## config.mk

```make
export PLATFORM = sky130hd
export DESIGN_NAME = nearest_target_tracker
export DESIGN_NICKNAME = d
export VERILOG_FILES = /design/src/sv/ntt_pkg.sv /design/src/sv/ntt_cfg.sv /design/src/sv/ntt_dist.sv /design/src/sv/ntt_core.sv /design/src/sv/nearest_target_tracker.sv
export SDC_FILE = /design/constraint.sdc
export NUM_CORES = 2
export LEC_CHECK = 0
export BUFFER_PORTS_ARGS = -buffer_cell sky130_fd_sc_hd__buf_2
export CAP_MARGIN = 0
export CORE_ASPECT_RATIO = 0.75
export CORE_UTILIZATION = 30
export DETAILED_ROUTE_END_ITERATION = 10
export SYNTH_ARGS = -nofsm -noshare
export SYNTH_HDL_FRONTEND = slang
export SYNTH_HIERARCHICAL = 1
export SYNTH_SLANG_ARGS = --single-unit
export TNS_END_PERCENT = 100
```

## constraint.sdc

```tcl
create_clock -name i_clk -period 15.05 [get_ports i_clk]
set_clock_uncertainty 0.2 [all_clocks]
set_input_delay 3.01 -clock i_clk [delete_from_list [all_inputs] [get_ports i_clk]]
set_output_delay 3.01 -clock i_clk [all_outputs]
set_load 0.01 [all_outputs]
```

## src/sv/ntt_pkg.sv

```systemverilog
// ntt_pkg: shared types and constants of the nearest target tracker.
// Holds the register map, the configuration widths and the configuration bundle.
// No dependencies.
package ntt_pkg;

    // APB register map
    localparam int PADDR_W   = 4;
    localparam int PDATA_W   = 32;
    localparam int REG_IDX_W = 2;

    localparam logic [REG_IDX_W-1:0] REG_GATE    = 2'd0;
    localparam logic [REG_IDX_W-1:0] REG_PERSIST = 2'd1;
    localparam logic [REG_IDX_W-1:0] REG_LOST    = 2'd2;

    // Register widths and reset values
    localparam int GATE_W    = 16;
    localparam int GATE_SQ_W = 2 * GATE_W;
    localparam int LIMIT_W   = 8;

    localparam logic [GATE_W-1:0]  GATE_RESET    = 16'd1920;
    localparam logic [LIMIT_W-1:0] PERSIST_RESET = 8'd3;
    localparam logic [LIMIT_W-1:0] LOST_RESET    = 8'd10;

    // Configuration as seen by the tracking core
    typedef struct packed {
        logic [GATE_W-1:0]    gate;
        logic [GATE_SQ_W-1:0] gate_sq;
        logic [LIMIT_W-1:0]   persist_limit;
        logic [LIMIT_W-1:0]   lost_limit;
    } t_cfg;

endpackage

```

## src/sv/ntt_cfg.sv

```systemverilog
// ntt_cfg: APB register block of the nearest target tracker.
// Holds gate distance, persistence and lost limits, and the registered gate square.
// Depends on ntt_pkg.
module ntt_cfg (
    input  logic                          i_clk,
    input  logic                          i_rst_n,
    input  logic                          psel,
    input  logic                          penable,
    input  logic                          pwrite,
    input  logic [ntt_pkg::PADDR_W-1:0]   paddr,
    input  logic [ntt_pkg::PDATA_W-1:0]   pwdata,
    output logic [ntt_pkg::PDATA_W-1:0]   prdata,
    output logic                          pready,
    output ntt_pkg::t_cfg                 o_cfg
);

    logic [ntt_pkg::GATE_W-1:0]    r_gate;
    logic [ntt_pkg::GATE_SQ_W-1:0] r_gate_sq;
    logic [ntt_pkg::LIMIT_W-1:0]   r_persist;
    logic [ntt_pkg::LIMIT_W-1:0]   r_lost;
    logic                          wr_en;
    logic [ntt_pkg::REG_IDX_W-1:0] reg_idx;

    assign pready  = 1'b1;
    assign wr_en   = psel && penable && pwrite;
    assign reg_idx = paddr[ntt_pkg::PADDR_W-1:2];

    always_ff @(posedge i_clk) begin
        if (!i_rst_n) begin
            r_gate    <= ntt_pkg::GATE_RESET;
            r_persist <= ntt_pkg::PERSIST_RESET;
            r_lost    <= ntt_pkg::LOST_RESET;
        end else if (wr_en) begin
            case (reg_idx)
                ntt_pkg::REG_GATE:    r_gate    <= pwdata[ntt_pkg::GATE_W-1:0];
                ntt_pkg::REG_PERSIST: r_persist <= pwdata[ntt_pkg::LIMIT_W-1:0];
                ntt_pkg::REG_LOST:    r_lost    <= pwdata[ntt_pkg::LIMIT_W-1:0];
                default: ;
            endcase
        end
    end

    // Square the gate once per cycle; the user writes only while idle (unenforced)
    always_ff @(posedge i_clk) begin
        r_gate_sq <= ntt_pkg::GATE_SQ_W'(r_gate) * ntt_pkg::GATE_SQ_W'(r_gate);
    end

    always_comb begin
        prdata = '0;
        case (reg_idx)
            ntt_pkg::REG_GATE:    prdata = ntt_pkg::PDATA_W'(r_gate);
            ntt_pkg::REG_PERSIST: prdata = ntt_pkg::PDATA_W'(r_persist);
            ntt_pkg::REG_LOST:    prdata = ntt_pkg::PDATA_W'(r_lost);
            default:              prdata = '0;
        endcase
    end

    assign o_cfg.gate          = r_gate;
    assign o_cfg.gate_sq       = r_gate_sq;
    assign o_cfg.persist_limit = r_persist;
    assign o_cfg.lost_limit    = r_lost;

endmodule

```

## src/sv/ntt_dist.sv

```systemverilog
// ntt_dist: squared Euclidean distance from a candidate to the tracked center.
// Two parallel squarers and one adder, exact result.
// No dependencies.
module ntt_dist #(
    parameter int COORD_BITS = 16,
    localparam int DIST_W    = 2 * COORD_BITS + 1
) (
    input  logic [COORD_BITS-1:0] i_x,
    input  logic [COORD_BITS-1:0] i_y,
    input  logic [COORD_BITS-1:0] i_track_x,
    input  logic [COORD_BITS-1:0] i_track_y,
    output logic [DIST_W-1:0]     o_dist_sq
);

    logic [COORD_BITS-1:0]   dx;
    logic [COORD_BITS-1:0]   dy;
    logic [2*COORD_BITS-1:0] dx_sq;
    logic [2*COORD_BITS-1:0] dy_sq;

    assign dx    = (i_x >= i_track_x) ? i_x - i_track_x : i_track_x - i_x;
    assign dy    = (i_y >= i_track_y) ? i_y - i_track_y : i_track_y - i_y;
    assign dx_sq = (2*COORD_BITS)'(dx) * (2*COORD_BITS)'(dx);
    assign dy_sq = (2*COORD_BITS)'(dy) * (2*COORD_BITS)'(dy);
    assign o_dist_sq = DIST_W'(dx_sq) + DIST_W'(dy_sq);

endmodule

```

## src/sv/ntt_core.sv

```systemverilog
// ntt_core: track state, per-frame nearest search and result register.
// Consumes one buffered candidate per cycle and its distance from ntt_dist; a frame end stalls while a result waits.
// Depends on ntt_pkg.
module ntt_core #(
    parameter int MAX_CANDIDATES = 64,
    parameter int COORD_BITS     = 16,
    parameter int COUNT_BITS     = 8,
    localparam int IDX_W         = $clog2(MAX_CANDIDATES),
    localparam int SLOT_W        = $clog2(MAX_CANDIDATES + 1),
    localparam int DIST_W        = 2 * COORD_BITS + 1
) (
    input  logic                  i_clk,
    input  logic                  i_rst_n,
    input  ntt_pkg::t_cfg         i_cfg,
    input  logic                  i_item_valid,
    input  logic [COORD_BITS-1:0] i_cand_x,
    input  logic [COORD_BITS-1:0] i_cand_y,
    input  logic                  i_frame_empty,
    input  logic                  i_last_of_frame,
    input  logic [DIST_W-1:0]     i_dist_sq,
    output logic                  o_advance,
    output logic [COORD_BITS-1:0] o_track_x,
    output logic [COORD_BITS-1:0] o_track_y,
    output logic                  o_out_valid,
    input  logic                  i_out_ready,
    output logic                  o_target_valid,
    output logic [IDX_W-1:0]      o_chosen_index,
    output logic [COORD_BITS-1:0] o_chosen_x,
    output logic [COORD_BITS-1:0] o_chosen_y,
    output logic [COUNT_BITS-1:0] o_stable_count,
    output logic [COUNT_BITS-1:0] o_lost_count,
    output logic                  o_overflow_flag
);

    localparam int CMP_W  = (DIST_W > ntt_pkg::GATE_SQ_W) ? DIST_W : ntt_pkg::GATE_SQ_W;
    localparam int LCMP_W = (COUNT_BITS > ntt_pkg::LIMIT_W) ? COUNT_BITS : ntt_pkg::LIMIT_W;

    // Track and frame state
    logic                  r_active,  n_active;
    logic [COORD_BITS-1:0] r_track_x, n_track_x;
    logic [COORD_BITS-1:0] r_track_y, n_track_y;
    logic [COUNT_BITS-1:0] r_stable,  n_stable;
    logic [COUNT_BITS-1:0] r_lost,    n_lost;
    logic [COORD_BITS-1:0] r_first_x, n_first_x;
    logic [COORD_BITS-1:0] r_first_y, n_first_y;
    logic [DIST_W-1:0]     r_best_d,  n_best_d;
    logic [IDX_W-1:0]      r_best_slot, n_best_slot;
    logic [COORD_BITS-1:0] r_best_x,  n_best_x;
    logic [COORD_BITS-1:0] r_best_y,  n_best_y;
    logic [SLOT_W-1:0]     r_slot,    n_slot;
    logic                  r_ovf,     n_ovf;

    // Result register
    logic                  r_out_valid;
    logic                  r_out_tv,     n_out_tv;
    logic [IDX_W-1:0]      r_out_idx,    n_out_idx;
    logic [COORD_BITS-1:0] r_out_x,      n_out_x;
    logic [COORD_BITS-1:0] r_out_y,      n_out_y;
    logic [COUNT_BITS-1:0] r_out_stable, n_out_stable;
    logic [COUNT_BITS-1:0] r_out_lost,   n_out_lost;
    logic                  r_out_ovf,    n_out_ovf;

    logic                  emits;
    logic                  load_out;
    logic                  in_range;
    logic                  upd;
    logic                  sel_gt;
    logic                  sel_lt;
    logic                  keep;
    logic [COUNT_BITS-1:0] lost_inc;
    logic [COUNT_BITS-1:0] stable_inc;
    logic [CMP_W-1:0]      d_ext;
    logic [CMP_W-1:0]      b_ext;
    logic [CMP_W-1:0]      g_ext;

    assign emits     = i_frame_empty || i_last_of_frame;
    assign o_advance = i_item_valid && (!emits || !r_out_valid || i_out_ready);
    assign load_out  = o_advance && emits;

    assign lost_inc   = (r_lost == '1) ? r_lost : r_lost + 1'b1;
    assign stable_inc = (r_stable == '1) ? r_stable : r_stable + 1'b1;
    assign in_range   = (r_slot < SLOT_W'(MAX_CANDIDATES));
    assign upd        = in_range && r_active && (i_dist_sq < r_best_d);

    // Gate compares on both possible best distances, in parallel
    assign d_ext  = CMP_W'(i_dist_sq);
    assign b_ext  = CMP_W'(r_best_d);
    assign g_ext  = CMP_W'(i_cfg.gate_sq);
    assign sel_gt = upd ? (d_ext > g_ext) : (b_ext > g_ext);
    assign sel_lt = upd ? (d_ext < g_ext) : (b_ext < g_ext);
    assign keep   = r_active && !sel_gt;

    always_comb begin
        n_active     = r_active;
        n_track_x    = r_track_x;
        n_track_y    = r_track_y;
        n_stable     = r_stable;
        n_lost       = r_lost;
        n_first_x    = r_first_x;
        n_first_y    = r_first_y;
        n_best_d     = r_best_d;
        n_best_slot  = r_best_slot;
        n_best_x     = r_best_x;
        n_best_y     = r_best_y;
        n_slot       = r_slot;
        n_ovf        = r_ovf;
        n_out_tv     = 1'b0;
        n_out_idx    = '0;
        n_out_x      = '0;
        n_out_y      = '0;
        n_out_stable = '0;
        n_out_lost   = '0;
        n_out_ovf    = 1'b0;

        if (o_advance) begin
            if (i_frame_empty) begin
                // Empty frame: count it, drop the track past the limit
                n_lost = lost_inc;
                if (LCMP_W'(lost_inc) > LCMP_W'(i_cfg.lost_limit)) begin
                    n_active = 1'b0;
                    n_stable = '0;
                end
                n_out_stable = n_stable;
                n_out_lost   = n_lost;
            end else begin
                if (in_range) begin
                    if (r_slot == '0) begin
                        n_first_x = i_cand_x;
                        n_first_y = i_cand_y;
                    end
                    if (upd) begin
                        n_best_d    = i_dist_sq;
                        n_best_slot = r_slot[IDX_W-1:0];
                        n_best_x    = i_cand_x;
                        n_best_y    = i_cand_y;
                    end
                    n_slot = r_slot + 1'b1;
                end else begin
                    n_ovf = 1'b1;
                end

                if (i_last_of_frame) begin
                    if (keep) begin
                        n_out_idx = n_best_slot;
                        n_out_x   = n_best_x;
                        n_out_y   = n_best_y;
                        n_stable  = sel_lt ? stable_inc : COUNT_BITS'(1);
                    end else begin
                        n_out_idx = '0;
                        n_out_x   = n_first_x;
                        n_out_y   = n_first_y;
                        n_stable  = COUNT_BITS'(1);
                    end
                    n_active     = 1'b1;
                    n_track_x    = n_out_x;
                    n_track_y    = n_out_y;
                    n_lost       = '0;
                    n_out_tv     = (LCMP_W'(n_stable) >= LCMP_W'(i_cfg.persist_limit));
                    n_out_stable = n_stable;
                    n_out_lost   = '0;
                    n_out_ovf    = n_ovf;
                end
            end

            // Clear the frame search after every frame end
            if (emits) begin
                n_slot      = '0;
                n_best_d    = '1;
                n_best_slot = '0;
                n_best_x    = '0;
                n_best_y    = '0;
                n_first_x   = '0;
                n_first_y   = '0;
                n_ovf       = 1'b0;
            end
        end
    end

    always_ff @(posedge i_clk) begin
        if (!i_rst_n) begin
            r_active    <= 1'b0;
            r_track_x   <= '0;
            r_track_y   <= '0;
            r_stable    <= '0;
            r_lost      <= '0;
            r_first_x   <= '0;
            r_first_y   <= '0;
            r_best_d    <= '1;
            r_best_slot <= '0;
            r_best_x    <= '0;
            r_best_y    <= '0;
            r_slot      <= '0;
            r_ovf       <= 1'b0;
            r_out_valid <= 1'b0;
        end else begin
            r_active    <= n_active;
            r_track_x   <= n_track_x;
            r_track_y   <= n_track_y;
            r_stable    <= n_stable;
            r_lost      <= n_lost;
            r_first_x   <= n_first_x;
            r_first_y   <= n_first_y;
            r_best_d    <= n_best_d;
            r_best_slot <= n_best_slot;
            r_best_x    <= n_best_x;
            r_best_y    <= n_best_y;
            r_slot      <= n_slot;
            r_ovf       <= n_ovf;
            if (load_out) begin
                r_out_valid <= 1'b1;
            end else if (i_out_ready) begin
                r_out_valid <= 1'b0;
            end
        end
    end

    always_ff @(posedge i_clk) begin
        if (load_out) begin
            r_out_tv     <= n_out_tv;
            r_out_idx    <= n_out_idx;
            r_out_x      <= n_out_x;
            r_out_y      <= n_out_y;
            r_out_stable <= n_out_stable;
            r_out_lost   <= n_out_lost;
            r_out_ovf    <= n_out_ovf;
        end
    end

    assign o_track_x       = r_track_x;
    assign o_track_y       = r_track_y;
    assign o_out_valid     = r_out_valid;
    assign o_target_valid  = r_out_tv;
    assign o_chosen_index  = r_out_idx;
    assign o_chosen_x      = r_out_x;
    assign o_chosen_y      = r_out_y;
    assign o_stable_count  = r_out_stable;
    assign o_lost_count    = r_out_lost;
    assign o_overflow_flag = r_out_ovf;

    // Without a track the stable count is zero
    a_inactive_stable_zero: assert property (@(posedge i_clk) disable iff (!i_rst_n)
        !r_active |-> (r_stable == '0))
        else $error("stable count nonzero without an active track");

    // Slot counter never passes the candidate limit
    a_slot_bound: assert property (@(posedge i_clk) disable iff (!i_rst_n)
        r_slot <= SLOT_W'(MAX_CANDIDATES))
        else $error("slot count beyond candidate limit");

    // A fresh frame starts with no best candidate
    a_fresh_frame_best: assert property (@(posedge i_clk) disable iff (!i_rst_n)
        (r_slot == '0) |-> (r_best_d == '1))
        else $error("best distance not cleared at frame start");

    // A reported target always carries a nonzero stable count
    a_target_stable: assert property (@(posedge i_clk) disable iff (!i_rst_n)
        (r_out_valid && r_out_tv) |-> (r_out_stable != '0))
        else $error("target reported with zero stable count");

    // Empty-frame results carry a lost count and no target
    a_empty_result: assert property (@(posedge i_clk) disable iff (!i_rst_n)
        (r_out_valid && (r_out_lost != '0)) |-> (!r_out_tv && (r_out_x == '0)
                                                 && !r_out_ovf))
        else $error("empty-frame result carries target data");

endmodule

```

## src/sv/nearest_target_tracker.sv

```systemverilog
// nearest_target_tracker: top level of the nearest-neighbor target tracker.
// Holds the input beat register and ties together ntt_cfg, ntt_dist and ntt_core.
// Depends on ntt_pkg, ntt_cfg, ntt_dist, ntt_core.
//
// Usage:
//   Candidate beats enter on i_in_valid / o_in_ready, one candidate center per
//   beat, in score order; i_last_of_frame marks the final candidate of a frame,
//   and an empty frame is one beat with i_frame_empty set. Each frame end
//   (last or empty beat) yields exactly one result beat on o_out_valid /
//   i_out_ready; other beats yield nothing.
//   Timing: an accepted beat is held in the input beat register and processed
//   from there; a frame-end beat loads its result into the result register,
//   which offers it on o_out_valid until i_out_ready takes it.
//   Throughput: one beat per cycle, save for frame-end stalls. The per-beat work
//   is one pass of two parallel squarers, an adder and the best/gate compares
//   between the input beat register and the track state and result registers.
//   Stall: the input register keeps taking beats while a result waits; a
//   frame-end beat holds in the input register until the result register is
//   free, and o_in_ready drops only then.
//   Reset (synchronous, active low): no track, counters zero, frame search
//   cleared, registers at gate 120.0 px, persistence 3, lost limit 10.
//   Configuration goes through the APB port at byte addresses 0, 4 and 8,
//   and the user writes it only while idle; the block does not enforce this.
module nearest_target_tracker #(
    parameter int MAX_CANDIDATES = 64,
    parameter int COORD_BITS     = 16,
    parameter int COUNT_BITS     = 8,
    localparam int IDX_W         = $clog2(MAX_CANDIDATES),
    localparam int DIST_W        = 2 * COORD_BITS + 1
) (
    input  logic                        i_clk,
    input  logic                        i_rst_n,
    // APB configuration port
    input  logic                        psel,
    input  logic                        penable,
    input  logic                        pwrite,
    input  logic [ntt_pkg::PADDR_W-1:0] paddr,
    input  logic [ntt_pkg::PDATA_W-1:0] pwdata,
    output logic [ntt_pkg::PDATA_W-1:0] prdata,
    output logic                        pready,
    // Candidate channel
    input  logic                        i_in_valid,
    output logic                        o_in_ready,
    input  logic [COORD_BITS-1:0]       i_cand_x,
    input  logic [COORD_BITS-1:0]       i_cand_y,
    input  logic                        i_frame_empty,
    input  logic                        i_last_of_frame,
    // Result channel
    output logic                        o_out_valid,
    input  logic                        i_out_ready,
    output logic                        o_target_valid,
    output logic [IDX_W-1:0]            o_chosen_index,
    output logic [COORD_BITS-1:0]       o_chosen_x,
    output logic [COORD_BITS-1:0]       o_chosen_y,
    output logic [COUNT_BITS-1:0]       o_stable_count,
    output logic [COUNT_BITS-1:0]       o_lost_count,
    output logic                        o_overflow_flag
);

    ntt_pkg::t_cfg cfg;

    // Input beat register
    logic                  r_in_valid;
    logic [COORD_BITS-1:0] r_in_x;
    logic [COORD_BITS-1:0] r_in_y;
    logic                  r_in_empty;
    logic                  r_in_last;

    logic                  advance;
    logic                  in_accept;
    logic [COORD_BITS-1:0] track_x;
    logic [COORD_BITS-1:0] track_y;
    logic [DIST_W-1:0]     dist_sq;

    // Take a new beat when the register is empty or drains this cycle
    assign o_in_ready = !r_in_valid || advance;
    assign in_accept  = i_in_valid && o_in_ready;

    always_ff @(posedge i_clk) begin
        if (!i_rst_n) begin
            r_in_valid <= 1'b0;
        end else if (in_accept) begin
            r_in_valid <= 1'b1;
        end else if (advance) begin
            r_in_valid <= 1'b0;
        end
    end

    always_ff @(posedge i_clk) begin
        if (in_accept) begin
            r_in_x     <= i_cand_x;
            r_in_y     <= i_cand_y;
            r_in_empty <= i_frame_empty;
            r_in_last  <= i_last_of_frame;
        end
    end

    ntt_cfg u_cfg (
        .i_clk   (i_clk),
        .i_rst_n (i_rst_n),
        .psel    (psel),
        .penable (penable),
        .pwrite  (pwrite),
        .paddr   (paddr),
        .pwdata  (pwdata),
        .prdata  (prdata),
        .pready  (pready),
        .o_cfg   (cfg)
    );

    // Distance of the buffered beat to the current track
    ntt_dist #(
        .COORD_BITS (COORD_BITS)
    ) u_dist (
        .i_x       (r_in_x),
        .i_y       (r_in_y),
        .i_track_x (track_x),
        .i_track_y (track_y),
        .o_dist_sq (dist_sq)
    );

    ntt_core #(
        .MAX_CANDIDATES (MAX_CANDIDATES),
        .COORD_BITS     (COORD_BITS),
        .COUNT_BITS     (COUNT_BITS)
    ) u_core (
        .i_clk           (i_clk),
        .i_rst_n         (i_rst_n),
        .i_cfg           (cfg),
        .i_item_valid    (r_in_valid),
        .i_cand_x        (r_in_x),
        .i_cand_y        (r_in_y),
        .i_frame_empty   (r_in_empty),
        .i_last_of_frame (r_in_last),
        .i_dist_sq       (dist_sq),
        .o_advance       (advance),
        .o_track_x       (track_x),
        .o_track_y       (track_y),
        .o_out_valid     (o_out_valid),
        .i_out_ready     (i_out_ready),
        .o_target_valid  (o_target_valid),
        .o_chosen_index  (o_chosen_index),
        .o_chosen_x      (o_chosen_x),
        .o_chosen_y      (o_chosen_y),
        .o_stable_count  (o_stable_count),
        .o_lost_count    (o_lost_count),
        .o_overflow_flag (o_overflow_flag)
    );

endmodule

```

# After elaboration in Yosys (flattened, before gate mapping)
# Cells that the tools add are included.
[word_totals]
ff_bits = 316
in_bits = 77
output_inout_bits = 91
elab_cells = 154
[classes]
add_sub_neg = 8
multipliers = 3
order_cmp = 10
eq_ne = 6
muxes = 58
bitwise = 4
reduce_logical = 35
[op_table]
columns = ["cell", "n"]
rows = [
  ["16-bit two-way mux", 20],
  ["33-bit two-way mux", 4],
  ["8-bit two-way mux", 14],
  ["16-bit by 16-bit multiplier with 32-bit output", 3],
  ["33-bit by 32-bit > comparator with 1-bit output", 2],
  ["33-bit by 32-bit < comparator with 1-bit output", 2],
  ["16-bit subtractor", 4],
  ["16-bit one-hot mux with 3 select lines", 1],
  ["32-bit by 32-bit adder with 33-bit output", 1],
  ["33-bit < comparator", 1],
  ["16-bit greater-or-equal comparator", 2],
  ["6-bit two-way mux", 4],
  ["7-bit two-way mux", 3],
  ["8-bit by 1-bit adder with 8-bit output (second input constant)", 2],
  ["8-bit == test (second input constant)", 2],
  ["1-bit two-way mux", 12],
  ["2-bit AND reduction", 6],
  ["2-bit nonzero test", 5],
  ["3-bit AND reduction", 3],
  ["8-bit greater-or-equal comparator", 1],
  ["8-bit > comparator", 1],
  ["1-bit logical AND", 8],
  ["7-bit by 1-bit adder with 7-bit output (second input constant)", 1],
  ["7-bit logical NOT", 1],
  ["other kinds (11)", 21],
]

# Logic depth before layout (Yosys ltp)
[logic_depth]
depth_word = 15
mapped_depth = 58

# Hierarchy
# The synthesis kept the hierarchy.
[by_module_without_submodules]
columns = ["mod", "instances", "cells_per_inst", "area_per_inst_um2"]
rows = [
  ["ntt_dist", 1, 2034, 17987.3],
  ["ntt_core", 1, 1277, 11951.5],
  ["ntt_cfg", 1, 1108, 9838.2],
  ["nearest_target_tracker", 1, 39, 1078.5],
]

# Least setup slack after synthesis
# Ideal clock, no wire load.
[synth_timing]
kind = "register to register"
start = "register r_in_x[0]"
end = "register u_core.r_out_tv, in the netlist u_core/o_target_valid (data pin)"
setup_ns = 0.266
t_arrival_ns = 12.380
t_required_ns = 14.584
slack_ns = 2.204
path_stages_with_launch = 50
path_buffers = 3
synth_period_minus_slack_ns = 12.846
path_cell_list = "edfxtp_1 inv_1 ha_1 inv_1 fa_1 a211oi_1 o211ai_1 nand2_1 a31oi_1 a221oi_2 buf_4 buf_6 mux2i_1 xor2_1 buf_2 nor2_1 fa_1 fa_1 [... 14 more ...] a41oi_1 o21ai_0 o41ai_1 xnor3_1 ha_1 nand4_2 nor4_2 nand3_1 o211ai_2 mux2_4 and3_1 ha_1 a21o_1 a21o_1 a21oi_1 o21ai_0 a31oi_1 nor2_1"
[synth_via]
elab_chain_len = 14
[synth_lines]
columns = ["element", "line_no", "text"]
rows = [
  ["start: declaration", "nearest_target_tracker.sv:64", "logic [COORD_BITS-1:0] r_in_x;"],
  ["start signal: assignment", "nearest_target_tracker.sv:91", "r_in_x <= i_cand_x;"],
  ["16-bit subtractor / 16-bit greater-or-equal comparator (equally long branches)", "ntt_dist.sv:20", "assign dx = (i_x >= i_track_x) ? i_x - i_track_x : i_track_x - i_x;"],
  ["16-bit two-way mux (*)", "ntt_dist.sv:20", ""],
  ["16-bit by 16-bit multiplier with 32-bit output (*)", "ntt_dist.sv:22", "assign dx_sq = (2*COORD_BITS)'(dx) * (2*COORD_BITS)'(dx);"],
  ["32-bit by 32-bit adder with 33-bit output (*)", "ntt_dist.sv:24", "assign o_dist_sq = DIST_W'(dx_sq) + DIST_W'(dy_sq);"],
  ["via dist_sq[32]", "nearest_target_tracker.sv:73", "logic [DIST_W-1:0] dist_sq;"],
  ["33-bit < comparator", "ntt_core.sv:83", "assign upd = in_range && r_active && (i_dist_sq < r_best_d);"],
  ["1-bit logical AND", "ntt_core.sv:83", ""],
  ["1-bit two-way mux", "ntt_core.sv:89", "assign sel_gt = upd ? (d_ext > g_ext) : (b_ext > g_ext);"],
  ["1-bit logical NOT", "ntt_core.sv:91", "assign keep = r_active && !sel_gt;"],
  ["1-bit logical AND", "ntt_core.sv:91", ""],
  ["8-bit two-way mux (*)", "ntt_core.sv:143", "if (keep) begin"],
  ["8-bit two-way mux (*)", "ntt_core.sv:142", "if (i_last_of_frame) begin"],
  ["8-bit two-way mux (*)", "ntt_core.sv:116", "if (i_frame_empty) begin"],
  ["8-bit two-way mux (*)", "ntt_core.sv:115", "if (o_advance) begin"],
  ["8-bit greater-or-equal comparator (*)", "ntt_core.sv:158", "n_out_tv = (LCMP_W'(n_stable) >= LCMP_W'(i_cfg.persist_limit));"],
  ["end signal: assignment", "ntt_core.sv:219", "r_out_tv <= n_out_tv;"],
  ["end: declaration", "ntt_core.sv:55", "logic r_out_tv, n_out_tv;"],
]
# Mark *: on every way through the listed nets, which the timed path passes. The rest lies on a longest branch. The select of a mux whose other input is x is not followed.
# A chain may end at the register's enable or synchronous reset.

# Worst setup path in the final report
# Same ends and word-level chain as after synthesis.

==> results.toml <==
[run_status]
outcome = "completed"

[critical_path]
cp_slowest_stage_delay_ns = 0.56
critPathLaunchType = "flop"
critPathKind = "reg -> reg"
crit_arrival_ns = 14.54
startpoint = "r_in_x[0]"
timing.rr.start = "r_in_x[0]"
r2r_cells = 51
critPathSlowestCell = "fa_1"
required_ns = 15.19
cp-end-kind = "flop"
worst-path-max-fanout = 12
cpMostUsedCell = "fa_1"

[final_layout]
drive_above_1_share_pct = 9.70
utilization_pct = 33.4
syn_to_final_growth_pct = 9.83
layout_commonest_cell = "inv_1"
layout_common_cells = "inv_1 (937), fa_1 (551), ha_1 (475), nor2_1 (359), nand2_1 (351)"
nets = 5632
antenna_cells = 0

[grt]
overflow = 0
antenna_found_initial = 2
grt_start_max_net_pins = 75
grt_pass1_vias = 31200
grt_pass1_wl_mm = 166
track_usage_pct = 15.0

[detailed_routing]
vias = 30400
drt_wl_total_mm = 101
drt_iter0_markers = 2010
routedWlPerCell_um = 16.0
antenna_left = 0
drc = 0
first_pass_iters = 5
viasPerCell = 4.80

[placement]
hpwl_mm = 83.8
place_worst_setup_slack_ns = 0.441
gp_congestion = 0.885
port_buffers = 132

[yosys]
syn_area_per_cell_um2 = 9.16
async_reset_ff_share_pct = 0
ys_warn_count = 6
netlist_instances = 4458
synth_area_mm2 = 0.0409
synth_seq_cells = 315
ys_seq_area_share_pct = 17.6
synth_edf_count = 90
synthFlopType = "dfxtp_1"
yosysUniqueCellTypes = 116

[floorplan]
row_count = 116
die_w_um = 428
ios = 168
coreArea_mm2 = 0.134
fp.dieH_um = 322
die-area_mm2 = 0.138
start_util_pct = 30.4

[sta]
tns_ns = 0
rsz0062_at_grt = "false"
setup_viol = 0
hold_viol_final = 0
maxSlewHeadroom_pct = 24.8
fin_crit_ns = 14.39
period_share_pct = 95.6
fmax_mhz = 69.5
drv_slew = 0
worstMarginPinSlew_ns = 1.12
worst_slack_ns = 0.656

[hold_path]
whs_path_depth = 2
hp-class = "reg -> reg"
hold_start = "u_core/r_ovf"

[clock_tree]
htreeDepth = 2
cts.sinks = 315
cts_buffer_depth = 3
cts-root-buf = "clkbuf_16"
clk_pin_slew_worst_paths_ns = 0.06
clock_latency_ns = 0.61
cts_tree = "built"
cts_inserted_buffers = 38

[run]
cap_violations = 0
[final timing paths]
check / endpoint / slack [ns]
worst max-delay path: u_core/o_target_valid / 0.66
worst min-delay path: u_core/r_ovf / 0.27
worst max register to register: u_core/o_target_valid / 0.66
worst min register to register: u_core/r_ovf / 0.27
[flip-flops by register name, summed over array words and instances, names as in the netlist, 16 cells and up]
| name | cells |
|---|---|
| u_core/o_chosen_x | 16 |
| r_in_x | 16 |
| u_core/o_track_y | 16 |
| u_cfg/r_gate_sq | 31 |
| u_core/b_ext | 33 |
| u_cfg/r_gate | 16 |
| u_core/o_chosen_y | 16 |
| r_in_y | 16 |
| u_core/o_track_x | 16 |
| u_core/r_first_y | 16 |
| u_core/r_best_x | 16 |
| u_core/r_best_y | 16 |
| u_core/r_first_x | 16 |
[routing by layer]
metal	wire length [µm]	vias to the layer above	track usage, %
met4	1940	0	3.44
met3	6810	92	2.60
met1	49200	15000	21.8
met5	0	-	0
li1	-	14500	-
met2	43500	764	22.9
[critical path: cells and delay by family (launching register included)]
kind            cells  cell delay (ns)
fa+ha+maj          13             5.48
buf+inv             7             0.91
xor+xnor            2             0.72
compound gates     14             2.92
flops               1             0.49
mux                 2             0.56
simple gates       13             2.83
[stage by stage]
step           hold WS [ns]  cell area (µm²)  std cells
6_report              0.268            44900       6328
5_1_grt               0.328            44900       6328
4_1_cts               0.272            44800       6327
3_5_place_dp          0.257            43500       6258
3_3_place_gp          0.248            43500       6258
2_1_floorplan         0.189            40900       4474
[cell type report]
| type | instances | area (µm²) |
|---|---|---|
| inverter | 946 | 3560 |
| multi-input combinational | 3020 | 29300 |
| clock inverter | 19 | 320 |
| timing repair buffer | 208 | 1290 |
| sequential | 315 | 7210 |
| tap | 1770 | 2210 |
| fill | 13800 | 89400 |
| clock buffer | 50 | 1010 |
[cell usage after synthesis (34+ instances only)]
| cell type | count | area (µm²) |
|---|---|---|
| edfxtp_1 | 90 | 2700 |
| buf_2 | 56 | 280 |
| xor2_1 | 46 | 403 |
| inv_1 | 938 | 3520 |
| mux2i_1 | 40 | 400 |
| dfxtp_1 | 225 | 4500 |
| a21oi_1 | 204 | 1020 |
| nand2b_1 | 46 | 288 |
| nor2_1 | 362 | 1360 |
| xnor2_1 | 61 | 534 |
| nand4_1 | 34 | 213 |
| clkbuf_1 | 95 | 357 |
| o21ai_0 | 86 | 430 |
| fa_1 | 551 | 11000 |
| nand3_1 | 53 | 265 |
| nand2_1 | 352 | 1320 |
| a22oi_1 | 73 | 548 |
| a21o_1 | 60 | 450 |
| ha_1 | 475 | 5940 |
| o211ai_1 | 52 | 390 |
| and2_1 | 61 | 382 |
[kinds of logic (layout without fill, tap and decap cells)]
logic type	count (synthesis)	in the layout	share of synthesized area, %
compound gates	738	738	13.4
simple gates	1065	1065	12.1
mux	54	54	1.40
fa+ha+maj	1026	1026	41.5
buf+inv	1139	1223	11.0
flops	315	315	17.6
xor+xnor	119	119	2.84
other cells	2	18	0.0184
[timing repair]
item,in CTS,in global routing
setup buffers,0,1
hold buffers,0,0
gates resized for setup,0,4
endpoints found under the setup margin,0,29
Power is left out: the tool's default activity adds up to more than one toggle a clock period on the data nets, which glitch-free logic cannot reach.
